File: src/hdl/fcs_pkg.sv
// Package with the types, codes and constants of the flash command snoop block.
`default_nettype none
package fcs_pkg;

    localparam int ADDR_BITS  = 21;
    localparam int COUNT_BITS = 24;
    localparam int DUR_BITS   = 24;
    localparam int WORD_BITS  = 16;
    localparam int CMD_BITS   = 8;

    localparam int IN_DATA_BITS  = 88;
    localparam int OUT_DATA_BITS = 40;

    typedef enum logic [1:0] {
        OP_READ  = 2'd0,
        OP_WRITE = 2'd1,
        OP_TICK  = 2'd2,
        OP_NONE  = 2'd3
    } op_t;

    typedef enum logic [1:0] {
        SRC_FLASH  = 2'd0,
        SRC_RAW    = 2'd1,
        SRC_STATUS = 2'd2,
        SRC_NONE   = 2'd3
    } src_t;

    typedef enum logic [1:0] {
        REG_ENABLE   = 2'd0,
        REG_STATUS   = 2'd1,
        REG_DURATION = 2'd2
    } reg_index_t;

    localparam logic [CMD_BITS-1:0] CMD_LOCK_SETUP = 8'h60;
    localparam logic [CMD_BITS-1:0] CMD_SUSPEND    = 8'hb0;
    localparam logic [CMD_BITS-1:0] CMD_CONFIRM    = 8'hd0;
    localparam logic [CMD_BITS-1:0] CMD_ERASE      = 8'h20;
    localparam logic [CMD_BITS-1:0] CMD_PROGRAM    = 8'h40;
    localparam logic [CMD_BITS-1:0] CMD_LOCK_DOWN  = 8'h2f;
    localparam logic [CMD_BITS-1:0] CMD_LOCK_SET   = 8'h01;
    localparam logic [CMD_BITS-1:0] CMD_READ_ARRAY = 8'hff;
    localparam logic [CMD_BITS-1:0] CMD_RESET_ALT  = 8'hf0;

    localparam logic [WORD_BITS-1:0] WORD_LOCK_FWD    = 16'h0070;
    localparam logic [WORD_BITS-1:0] STATUS_SUSPENDED = 16'h00c0;
    localparam logic [WORD_BITS-1:0] STATUS_BUSY      = 16'h0000;
    localparam logic [WORD_BITS-1:0] STATUS_READY     = 16'h0080;

    localparam logic [DUR_BITS-1:0] DURATION_RESET = 24'd1000000;

    typedef struct packed {
        logic                 enabled;
        logic [ADDR_BITS-1:0] status_addr;
        logic [DUR_BITS-1:0]  duration;
    } cfg_t;

    typedef struct packed {
        logic                  lock_pending;
        logic                  program_pending;
        logic                  erase_confirm_pending;
        logic                  erase_busy;
        logic                  erase_paused;
        logic                  status_from_block;
        logic [COUNT_BITS-1:0] erase_remaining;
    } snoop_state_t;

    typedef struct packed {
        op_t                  operation;
        logic [ADDR_BITS-1:0] word_offset;
        logic [WORD_BITS-1:0] write_word;
        logic [WORD_BITS-1:0] lane_mask;
        logic [WORD_BITS-1:0] flash_read_word;
        logic [WORD_BITS-1:0] raw_array_word;
    } in_item_t;

    typedef struct packed {
        logic [WORD_BITS-1:0] read_data;
        src_t                 read_source;
        logic                 forward_write;
        logic [WORD_BITS-1:0] forward_word;
    } out_item_t;

endpackage
`default_nettype wire

File: src/hdl/fcs_cfg.sv
// Configuration register file of the flash command snoop block.
`default_nettype none
module fcs_cfg
(
    input  wire logic                            clk,
    input  wire logic                            rst_n,
    input  wire logic                            cfg_valid,
    input  wire logic [1:0]                      cfg_index,
    input  wire logic [fcs_pkg::DUR_BITS-1:0]    cfg_data,
    output fcs_pkg::cfg_t                        cfg
);

    fcs_pkg::cfg_t cfg_reg;
    fcs_pkg::cfg_t cfg_next;

    always_comb
    begin
        cfg_next = cfg_reg;
        if (cfg_valid)
        begin
            unique case (cfg_index)
                fcs_pkg::REG_ENABLE:
                    cfg_next.enabled = cfg_data[0];
                fcs_pkg::REG_STATUS:
                    cfg_next.status_addr = cfg_data[fcs_pkg::ADDR_BITS-1:0];
                fcs_pkg::REG_DURATION:
                    cfg_next.duration = cfg_data;
                default:
                    cfg_next = cfg_reg;
            endcase
        end
    end

    always_ff @(posedge clk or negedge rst_n)
    begin
        if (!rst_n)
        begin
            cfg_reg.enabled     <= 1'b1;
            cfg_reg.status_addr <= '0;
            cfg_reg.duration    <= fcs_pkg::DURATION_RESET;
        end
        else
        begin
            cfg_reg <= cfg_next;
        end
    end

    assign cfg = cfg_reg;

endmodule
`default_nettype wire

File: src/hdl/fcs_snoop.sv
// Command decode, status word and erase countdown for one item.
`default_nettype none
module fcs_snoop
(
    input  wire fcs_pkg::cfg_t         cfg,
    input  wire fcs_pkg::snoop_state_t state,
    input  wire fcs_pkg::in_item_t     item,
    output fcs_pkg::snoop_state_t      state_next,
    output fcs_pkg::out_item_t         result
);

    logic [fcs_pkg::CMD_BITS-1:0]   cmd;
    logic                           fwd;
    logic [fcs_pkg::WORD_BITS-1:0]  fwd_word;
    logic [fcs_pkg::WORD_BITS-1:0]  status_word;
    logic [fcs_pkg::COUNT_BITS-1:0] start_count;

    assign cmd = item.write_word[fcs_pkg::CMD_BITS-1:0];

    // The counter is as wide as the duration register, so no saturation is needed.
    assign start_count = (cfg.duration == '0) ? fcs_pkg::COUNT_BITS'(1)
                                              : fcs_pkg::COUNT_BITS'(cfg.duration);

    always_comb
    begin
        if (state.erase_paused)
            status_word = fcs_pkg::STATUS_SUSPENDED;
        else if (state.erase_busy)
            status_word = fcs_pkg::STATUS_BUSY;
        else
            status_word = fcs_pkg::STATUS_READY;
    end

    always_comb
    begin
        state_next = state;
        result     = '{read_data: '0, read_source: fcs_pkg::SRC_NONE,
                       forward_write: 1'b0, forward_word: '0};
        fwd        = 1'b1;
        fwd_word   = item.write_word;

        case (item.operation)
            fcs_pkg::OP_READ:
            begin
                if (!cfg.enabled || !state.status_from_block)
                begin
                    result.read_data   = item.flash_read_word & item.lane_mask;
                    result.read_source = fcs_pkg::SRC_FLASH;
                end
                else if (item.word_offset != cfg.status_addr)
                begin
                    result.read_data   = item.raw_array_word & item.lane_mask;
                    result.read_source = fcs_pkg::SRC_RAW;
                end
                else
                begin
                    result.read_data   = status_word & item.lane_mask;
                    result.read_source = fcs_pkg::SRC_STATUS;
                end
            end
            fcs_pkg::OP_WRITE:
            begin
                if (cfg.enabled)
                begin
                    if (state.program_pending)
                    begin
                        state_next.program_pending = 1'b0;
                    end
                    else if (state.lock_pending)
                    begin
                        state_next.lock_pending = 1'b0;
                        if (cmd inside {fcs_pkg::CMD_LOCK_SET, fcs_pkg::CMD_CONFIRM,
                                        fcs_pkg::CMD_LOCK_DOWN})
                            fwd_word = fcs_pkg::WORD_LOCK_FWD;
                    end
                    else if (cmd == fcs_pkg::CMD_LOCK_SETUP)
                    begin
                        state_next.lock_pending = 1'b1;
                        fwd = 1'b0;
                    end
                    else if (state.erase_busy && state.erase_paused
                             && cmd == fcs_pkg::CMD_CONFIRM)
                    begin
                        state_next.erase_paused      = 1'b0;
                        state_next.status_from_block = 1'b1;
                        if (state.erase_remaining == '0)
                            state_next.erase_remaining = fcs_pkg::COUNT_BITS'(1);
                        fwd = 1'b0;
                    end
                    else if (state.erase_busy && cmd == fcs_pkg::CMD_SUSPEND)
                    begin
                        // A second suspend leaves the frozen count alone.
                        if (state.erase_remaining == '0)
                            state_next.erase_remaining = fcs_pkg::COUNT_BITS'(1);
                        state_next.erase_paused      = 1'b1;
                        state_next.status_from_block = 1'b1;
                        fwd = 1'b0;
                    end
                    else if (cmd == fcs_pkg::CMD_ERASE)
                    begin
                        state_next.erase_confirm_pending = 1'b1;
                    end
                    else if (cmd == fcs_pkg::CMD_PROGRAM)
                    begin
                        state_next.program_pending = 1'b1;
                    end
                    else if (state.erase_confirm_pending)
                    begin
                        state_next.erase_confirm_pending = 1'b0;
                        if (cmd == fcs_pkg::CMD_CONFIRM)
                        begin
                            state_next.erase_busy        = 1'b1;
                            state_next.erase_paused      = 1'b0;
                            state_next.status_from_block = 1'b1;
                            state_next.erase_remaining   = start_count;
                        end
                    end

                    if (fwd && (cmd == fcs_pkg::CMD_READ_ARRAY
                                || cmd == fcs_pkg::CMD_RESET_ALT))
                        state_next.status_from_block = 1'b0;
                end
                result.forward_write = fwd;
                result.forward_word  = fwd ? fwd_word : '0;
            end
            fcs_pkg::OP_TICK:
            begin
                if (state.erase_busy && !state.erase_paused)
                begin
                    if (state.erase_remaining <= fcs_pkg::COUNT_BITS'(1))
                    begin
                        state_next.erase_busy      = 1'b0;
                        state_next.erase_paused    = 1'b0;
                        state_next.erase_remaining = '0;
                    end
                    else
                    begin
                        state_next.erase_remaining = state.erase_remaining
                                                     - fcs_pkg::COUNT_BITS'(1);
                    end
                end
            end
            default:
            begin
                state_next = state;
            end
        endcase
    end

endmodule
`default_nettype wire

File: src/hdl/flash_command_snoop_erase_suspend_core.sv
// Top level of the flash command snoop block with erase suspend and resume.
// Each item (a bus read, a bus write or a one-microsecond tick) enters an input register,
// passes once through the command decode and countdown logic and lands in a result
// register, so the block takes one item per clock cycle unless m_axis_tready holds the
// result register full; a result is held in the result register once its item moves
// on from the input register. The single pass through that decode logic, which
// also updates the command and erase state, sets this rate. The input register takes a
// new item whenever the result register is empty or is being emptied in the same cycle.
// The configuration registers take effect for the next item and should only be written
// while no item is in flight. No clearing pass follows reset.
`default_nettype none
module flash_command_snoop_erase_suspend_core
(
    input  wire logic                                 clk,
    input  wire logic                                 rst_n,
    input  wire logic                                 s_axis_tvalid,
    output wire logic                                 s_axis_tready,
    // word_offset[20:0], write_word[36:21], lane_mask[52:37],
    // flash_read_word[68:53], raw_array_word[84:69], zero fill[87:85]
    input  wire logic [fcs_pkg::IN_DATA_BITS-1:0]     s_axis_tdata,
    // operation[1:0]
    input  wire logic [1:0]                           s_axis_tuser,
    output wire logic                                 m_axis_tvalid,
    input  wire logic                                 m_axis_tready,
    // read_data[15:0], forward_write[16], forward_word[32:17], zero fill[39:33]
    output wire logic [fcs_pkg::OUT_DATA_BITS-1:0]    m_axis_tdata,
    // read_source[1:0]
    output wire logic [1:0]                           m_axis_tuser,
    input  wire logic                                 cfg_valid,
    output wire logic                                 cfg_ready,
    input  wire logic [1:0]                           cfg_index,
    input  wire logic [fcs_pkg::DUR_BITS-1:0]         cfg_data
);

    fcs_pkg::cfg_t         cfg;
    fcs_pkg::snoop_state_t state_reg;
    fcs_pkg::snoop_state_t state_next;
    fcs_pkg::in_item_t     in_item_reg;
    fcs_pkg::in_item_t     in_item_next;
    fcs_pkg::out_item_t    out_item_reg;
    fcs_pkg::out_item_t    out_item_next;
    logic                  in_valid_reg;
    logic                  out_valid_reg;
    logic                  advance;
    logic                  in_take;

    assign cfg_ready = 1'b1;

    fcs_cfg u_cfg
    (
        .clk       (clk),
        .rst_n     (rst_n),
        .cfg_valid (cfg_valid),
        .cfg_index (cfg_index),
        .cfg_data  (cfg_data),
        .cfg       (cfg)
    );

    // An item moves to the result register when that register is free or being taken.
    assign advance       = in_valid_reg && (!out_valid_reg || m_axis_tready);
    assign s_axis_tready = !in_valid_reg || advance;
    assign in_take       = s_axis_tvalid && s_axis_tready;

    assign in_item_next.operation       = fcs_pkg::op_t'(s_axis_tuser);
    assign in_item_next.word_offset     = s_axis_tdata[20:0];
    assign in_item_next.write_word      = s_axis_tdata[36:21];
    assign in_item_next.lane_mask       = s_axis_tdata[52:37];
    assign in_item_next.flash_read_word = s_axis_tdata[68:53];
    assign in_item_next.raw_array_word  = s_axis_tdata[84:69];

    fcs_snoop u_snoop
    (
        .cfg        (cfg),
        .state      (state_reg),
        .item       (in_item_reg),
        .state_next (state_next),
        .result     (out_item_next)
    );

    always_ff @(posedge clk or negedge rst_n)
    begin
        if (!rst_n)
        begin
            in_valid_reg  <= 1'b0;
            out_valid_reg <= 1'b0;
            state_reg     <= '0;
        end
        else
        begin
            if (in_take)
                in_valid_reg <= 1'b1;
            else if (advance)
                in_valid_reg <= 1'b0;

            if (advance)
                out_valid_reg <= 1'b1;
            else if (m_axis_tready)
                out_valid_reg <= 1'b0;

            if (advance)
                state_reg <= state_next;
        end
    end

    always_ff @(posedge clk)
    begin
        if (in_take)
            in_item_reg <= in_item_next;
        if (advance)
            out_item_reg <= out_item_next;
    end

    assign m_axis_tvalid = out_valid_reg;
    assign m_axis_tdata  = {7'd0, out_item_reg.forward_word, out_item_reg.forward_write,
                            out_item_reg.read_data};
    assign m_axis_tuser  = out_item_reg.read_source;

    a_paused_needs_busy: assert property (@(posedge clk) disable iff (!rst_n)
        state_reg.erase_paused |-> state_reg.erase_busy)
        else $error("erase paused while no erase is running");

    a_busy_count_nonzero: assert property (@(posedge clk) disable iff (!rst_n)
        state_reg.erase_busy |-> (state_reg.erase_remaining != '0))
        else $error("erase running with a zero remaining count");

    a_no_fwd_zero_word: assert property (@(posedge clk) disable iff (!rst_n)
        (out_valid_reg && !out_item_reg.forward_write) |-> (out_item_reg.forward_word == '0))
        else $error("forward word set on a result that forwards nothing");

    a_none_zero_data: assert property (@(posedge clk) disable iff (!rst_n)
        (out_valid_reg && out_item_reg.read_source == fcs_pkg::SRC_NONE)
        |-> (out_item_reg.read_data == '0))
        else $error("read data set on a result that is not a read");

endmodule
`default_nettype wire
File: config.mk
export PLATFORM = sky130hd
export DESIGN_NAME = flash_command_snoop_erase_suspend_core
export DESIGN_NICKNAME = d
export VERILOG_FILES = /design/src/hdl/fcs_pkg.sv /design/src/hdl/fcs_cfg.sv /design/src/hdl/fcs_snoop.sv /design/src/hdl/flash_command_snoop_erase_suspend_core.sv
export SDC_FILE = /design/constraint.sdc
export NUM_CORES = 1
export LEC_CHECK = 0
export ABC_AREA = 0
export BUFFER_PORTS_ARGS = -buffer_cell sky130_fd_sc_hd__buf_2
export CORE_UTILIZATION = 35
export DETAILED_ROUTE_END_ITERATION = 10
export HOLD_SLACK_MARGIN = 0.08
export PLACE_DENSITY = 0.57
export SYNTH_ARGS = -nofsm -noshare
export SYNTH_HDL_FRONTEND = slang
export SYNTH_HIERARCHICAL = 1
export SYNTH_SLANG_ARGS = --single-unit
File: constraint.sdc
create_clock -name clk -period 6.5 [get_ports clk]
set_input_delay 0.325 -clock clk [delete_from_list [all_inputs] [get_ports clk]]
set_output_delay 0.325 -clock clk [all_outputs]
set_load 0.02 [all_outputs]
==> flow_summary_export.csv <==
group,metric,value,unit
die,die_h,162,um
drt,routed_wl,19800,um
placed_design,dp_cells,1117,
placed_design,hpwl,13000,um
timing,final.setup.tns,0,ps
power,p_leak,4.77,nW
die,initial_core_util,0.356,
power,power_density,254,nW/um2
power,p_int,2.17,mW
timing,rsz0062_at_grt,"no",
worst_setup_path,r2r_slack,3200,ps
worst_setup_path,worstSetupPathType,"reg -> reg",
layout,largest_register_ffs,87,
synthesis,synthArstFlopShare,0.390,
power,ir_worst_vdd,0.000201,V
global_route,antenna_found_initial,0,
die,chipWidth,162,um
timing,clock_skew,11.3,ps
drt,drt-pass1-iter-count,4,
layout,areaGrowthSynthToFinish,27.5,%
timing,slew_violations,0,
flow_run,cap_viol_max_count,0,
worst_setup_path,slowest_stage,"o41ai_4",
synthesis,ys_types,66,
global_route,grt_pass1_vias,5982,
global_route,grt_util_all_layers,0.155,
drt,drtIter0Drc,377,
power,pwr-share-seq,0.533,
placed_design,dp_slack,3270,ps
drt,ant_nets,0,
synthesis,ys_ff_latch,200,
synthesis,syn_area_per_cell,13.7,um2
worst_setup_path,required,6810,ps
timing,fmax,0.303,GHz
layout,multi_input_area,3100,um2
hold_path,hp-class,"in -> async",
worst_setup_path,start_kind,"register",
placed_design,place.port_buffers,154,
worst_setup_path,crit_chain,"nor4_1 -> nand2_1 -> o41ai_4 -> buf_4 -> nor2_1 -> a22oi_1 -> a21bo_2 -> mux2_4",
worst_setup_path,crit_fanout,18,
timing,period_needed,3300,ps
timing,whs,64.5,ps
worst_setup_path,r2r_start,"state_reg[5]$_DFFE_PN0P_",
drt,vias_per_cell,4.82,
cts,cts_sinks,200,
worst_setup_path,cp.arrival,3610,ps
cts,numCtsBuffers,17,
synthesis,seq_area_frac_synth,0.628,
layout,nFillCells,2256,
power,power.share.clock,0.347,
die,coreArea,25200,um2
drt,vias,5957,
power,sw_frac_of_total,0.254,
drt,wl_per_cell,16.0,um
timing,setup_viol,0,
cts,clock_path_buffers,2,
cts,cts.repair.resized,0,
cts,clkSlewWorstSetupHoldPaths,80,ps
worst_setup_path,crit_family,"compound AO/OA/AOI/OAI gates",
global_route,overflow,0,
worst_setup_path,r2r_end,"state_reg[12]$_DFFE_PN0P_",
worst_setup_path,crit_path_end_kind,"register",
global_route,grt_first_pass_wirelength,31600,um
synthesis,syn_area,8960,um2
cts,root_buffer,"clkbuf_16",
die,die-area,26200,um2
layout,nets,1020,
layout,num_antenna_cells,0,
worst_setup_path,worst-path-stages,8,
timing,fin_crit_sh,0.508,
worst_setup_path,crit_buf_inv,1,
power,p_sw,737,uW
worst_setup_path,startpoint,"state_reg[5]$_DFFE_PN0P_",
cts,cts_max_level,4,
worst_setup_path,max_stage_delay,730,ps
placed_design,gp_congestion,0.824,
power,comb_power_share,0.120,
cts,tritoncts,"done",
layout,final_cells,1236,
layout,drive_gt1_frac,0.317,
layout,ff_latch_area,5630,um2
worst_setup_path,reg2regPathDepth,8,
synthesis,netlist_instances,652,
cts,clk_latency,430,ps
timing,tightest_slew,1030,ps
synthesis,synth_edf_count,122,
global_route,grt_max_degree,79,
timing,setup_slack,3200,ps
synthesis,yosysWarnings,6,
drt,drcViolationCount,0,
synthesis,synth-main-ff-cell,"edfxtp_1",
die,rows,58,
die,io_pins,166,
timing,final_hold_viol_count,0,
run_status,status,"completed",
timing,maxSlewHeadroom,0.316,
==> area by class of cell <==
class | count | share of cell area
Sequential cell | 200 | 0.492
Multi-Input combinational cell | 416 | 0.272
Timing Repair Buffer | 246 | 0.147
Clock buffer | 18 | 0.0375
Tap cell | 330 | 0.0361
Clock inverter | 14 | 0.0115
Inverter | 12 | 0.00394
==> layer usage <==
layer | vias up | GRT usage | routed length, um
li1 | 2896 | - | -
met1 | 2881 | 0.202 | 8750
met2 | 155 | 0.253 | 9920
met3 | 25 | 0.0281 | 725
met4 | 0 | 0.0626 | 432
met5 | - | 0 | 0
==> how the worst max path moves through the flow <==
stage	to	slack, ps
finish	state_reg[12]$_DFFE_PN0P_	3200
global route	state_reg[12]$_DFFE_PN0P_	2900
CTS	state_reg[12]$_DFFE_PN0P_	3250
detailed placement	state_reg[12]$_DFFE_PN0P_	3270
global placement	state_reg[12]$_DFFE_PN0P_	3270
floorplan	in_item_reg[0]$_DFFE_PP_	3210
==> power groups by stage <==
stage / Clock, mW / Combinational [mW] / Sequential [mW]
4_1_cts: 1.04 / 0.351 / 1.55
2_1_floorplan: 0 / 0.191 / 1.57
5_1_grt: 1.08 / 0.376 / 1.56
3_3_place_gp: 0 / 0.303 / 1.57
6_report: 1.01 / 0.347 / 1.55
3_5_place_dp: 0 / 0.308 / 1.58
==> cells in the final DEF (no fill, tap or decap), types with 3 or more instances in the layout <==
cell type      synthesis  final
a21oi_1               24     24
a22oi_1               17     17
and2_1                14     13
buf_2                  2    153
buf_4                  9      6
clkbuf_16              0     17
clkinvlp_4             0      3
conb_1                 2      8
dfrtp_1               70     70
dfstp_2                8      8
dlygate4sd3_1          0     87
edfxtp_1             122    122
ha_1                   6      6
inv_1                 12     12
inv_6                  0      3
inv_8                  0      5
mux2_2                27     27
mux2_4                50     50
nand2_1               54     54
nand2b_1               8      8
nand3_1               10     10
nand3b_1               4      4
nand4_1               10     10
nor2_1                47     47
nor3_1                19     19
nor4_1                11     11
o211ai_1               8      8
o21ai_0               23     23
o21ai_1                4      4
o311ai_1               3      3
or3_1                  4      4
or4_1                  3      3
xnor2_1               18     18
xor2_1                 3      3
==> repair_timing <==
action	in CTS	in global routing
hold buffers	87	0
setup endpoints to repair	0	0
hold endpoints to repair	87	0
setup buffers	0	0
==> kinds of logic (layout without fill, tap and decap cells) <==
family,Yosys count,count (layout),share of synthesized area
and+or+nand+nor,202,202,0.120
DFF,200,200,0.628
AOI/OAI and AO/OA,102,102,0.0753
muxes,77,77,0.118
buffers and inverters,42,290,0.0299
xor gates and xnor gates,21,21,0.0205
adders and majority gates,6,6,0.00838
other,2,8,0.000838
==> stage by stage <==
stage / area [um2] / util / total power [mW]
after global routing: 11400 / 0.454 / 3.02
after CTS: 11400 / 0.454 / 2.94
final: 11400 / 0.454 / 2.90
after global placement: 10000 / 0.397 / 1.88
after detailed placement: 10000 / 0.397 / 1.88
after floorplan: 8980 / - / 1.76
==> cell usage after synthesis, types with 11 or more instances <==
library cell,number,area (um2)
dfrtp_1,70,1750
a22oi_1,17,128
a21oi_1,24,120
mux2_2,27,304
nor3_1,19,95.1
nor4_1,11,68.8
o21ai_0,23,115
nor2_1,47,176
inv_1,12,45.0
and2_1,14,87.6
edfxtp_1,122,3660
mux2_4,50,751
xnor2_1,18,158
nand2_1,54,203
Note: power is estimated with default switching activity, not from simulation.
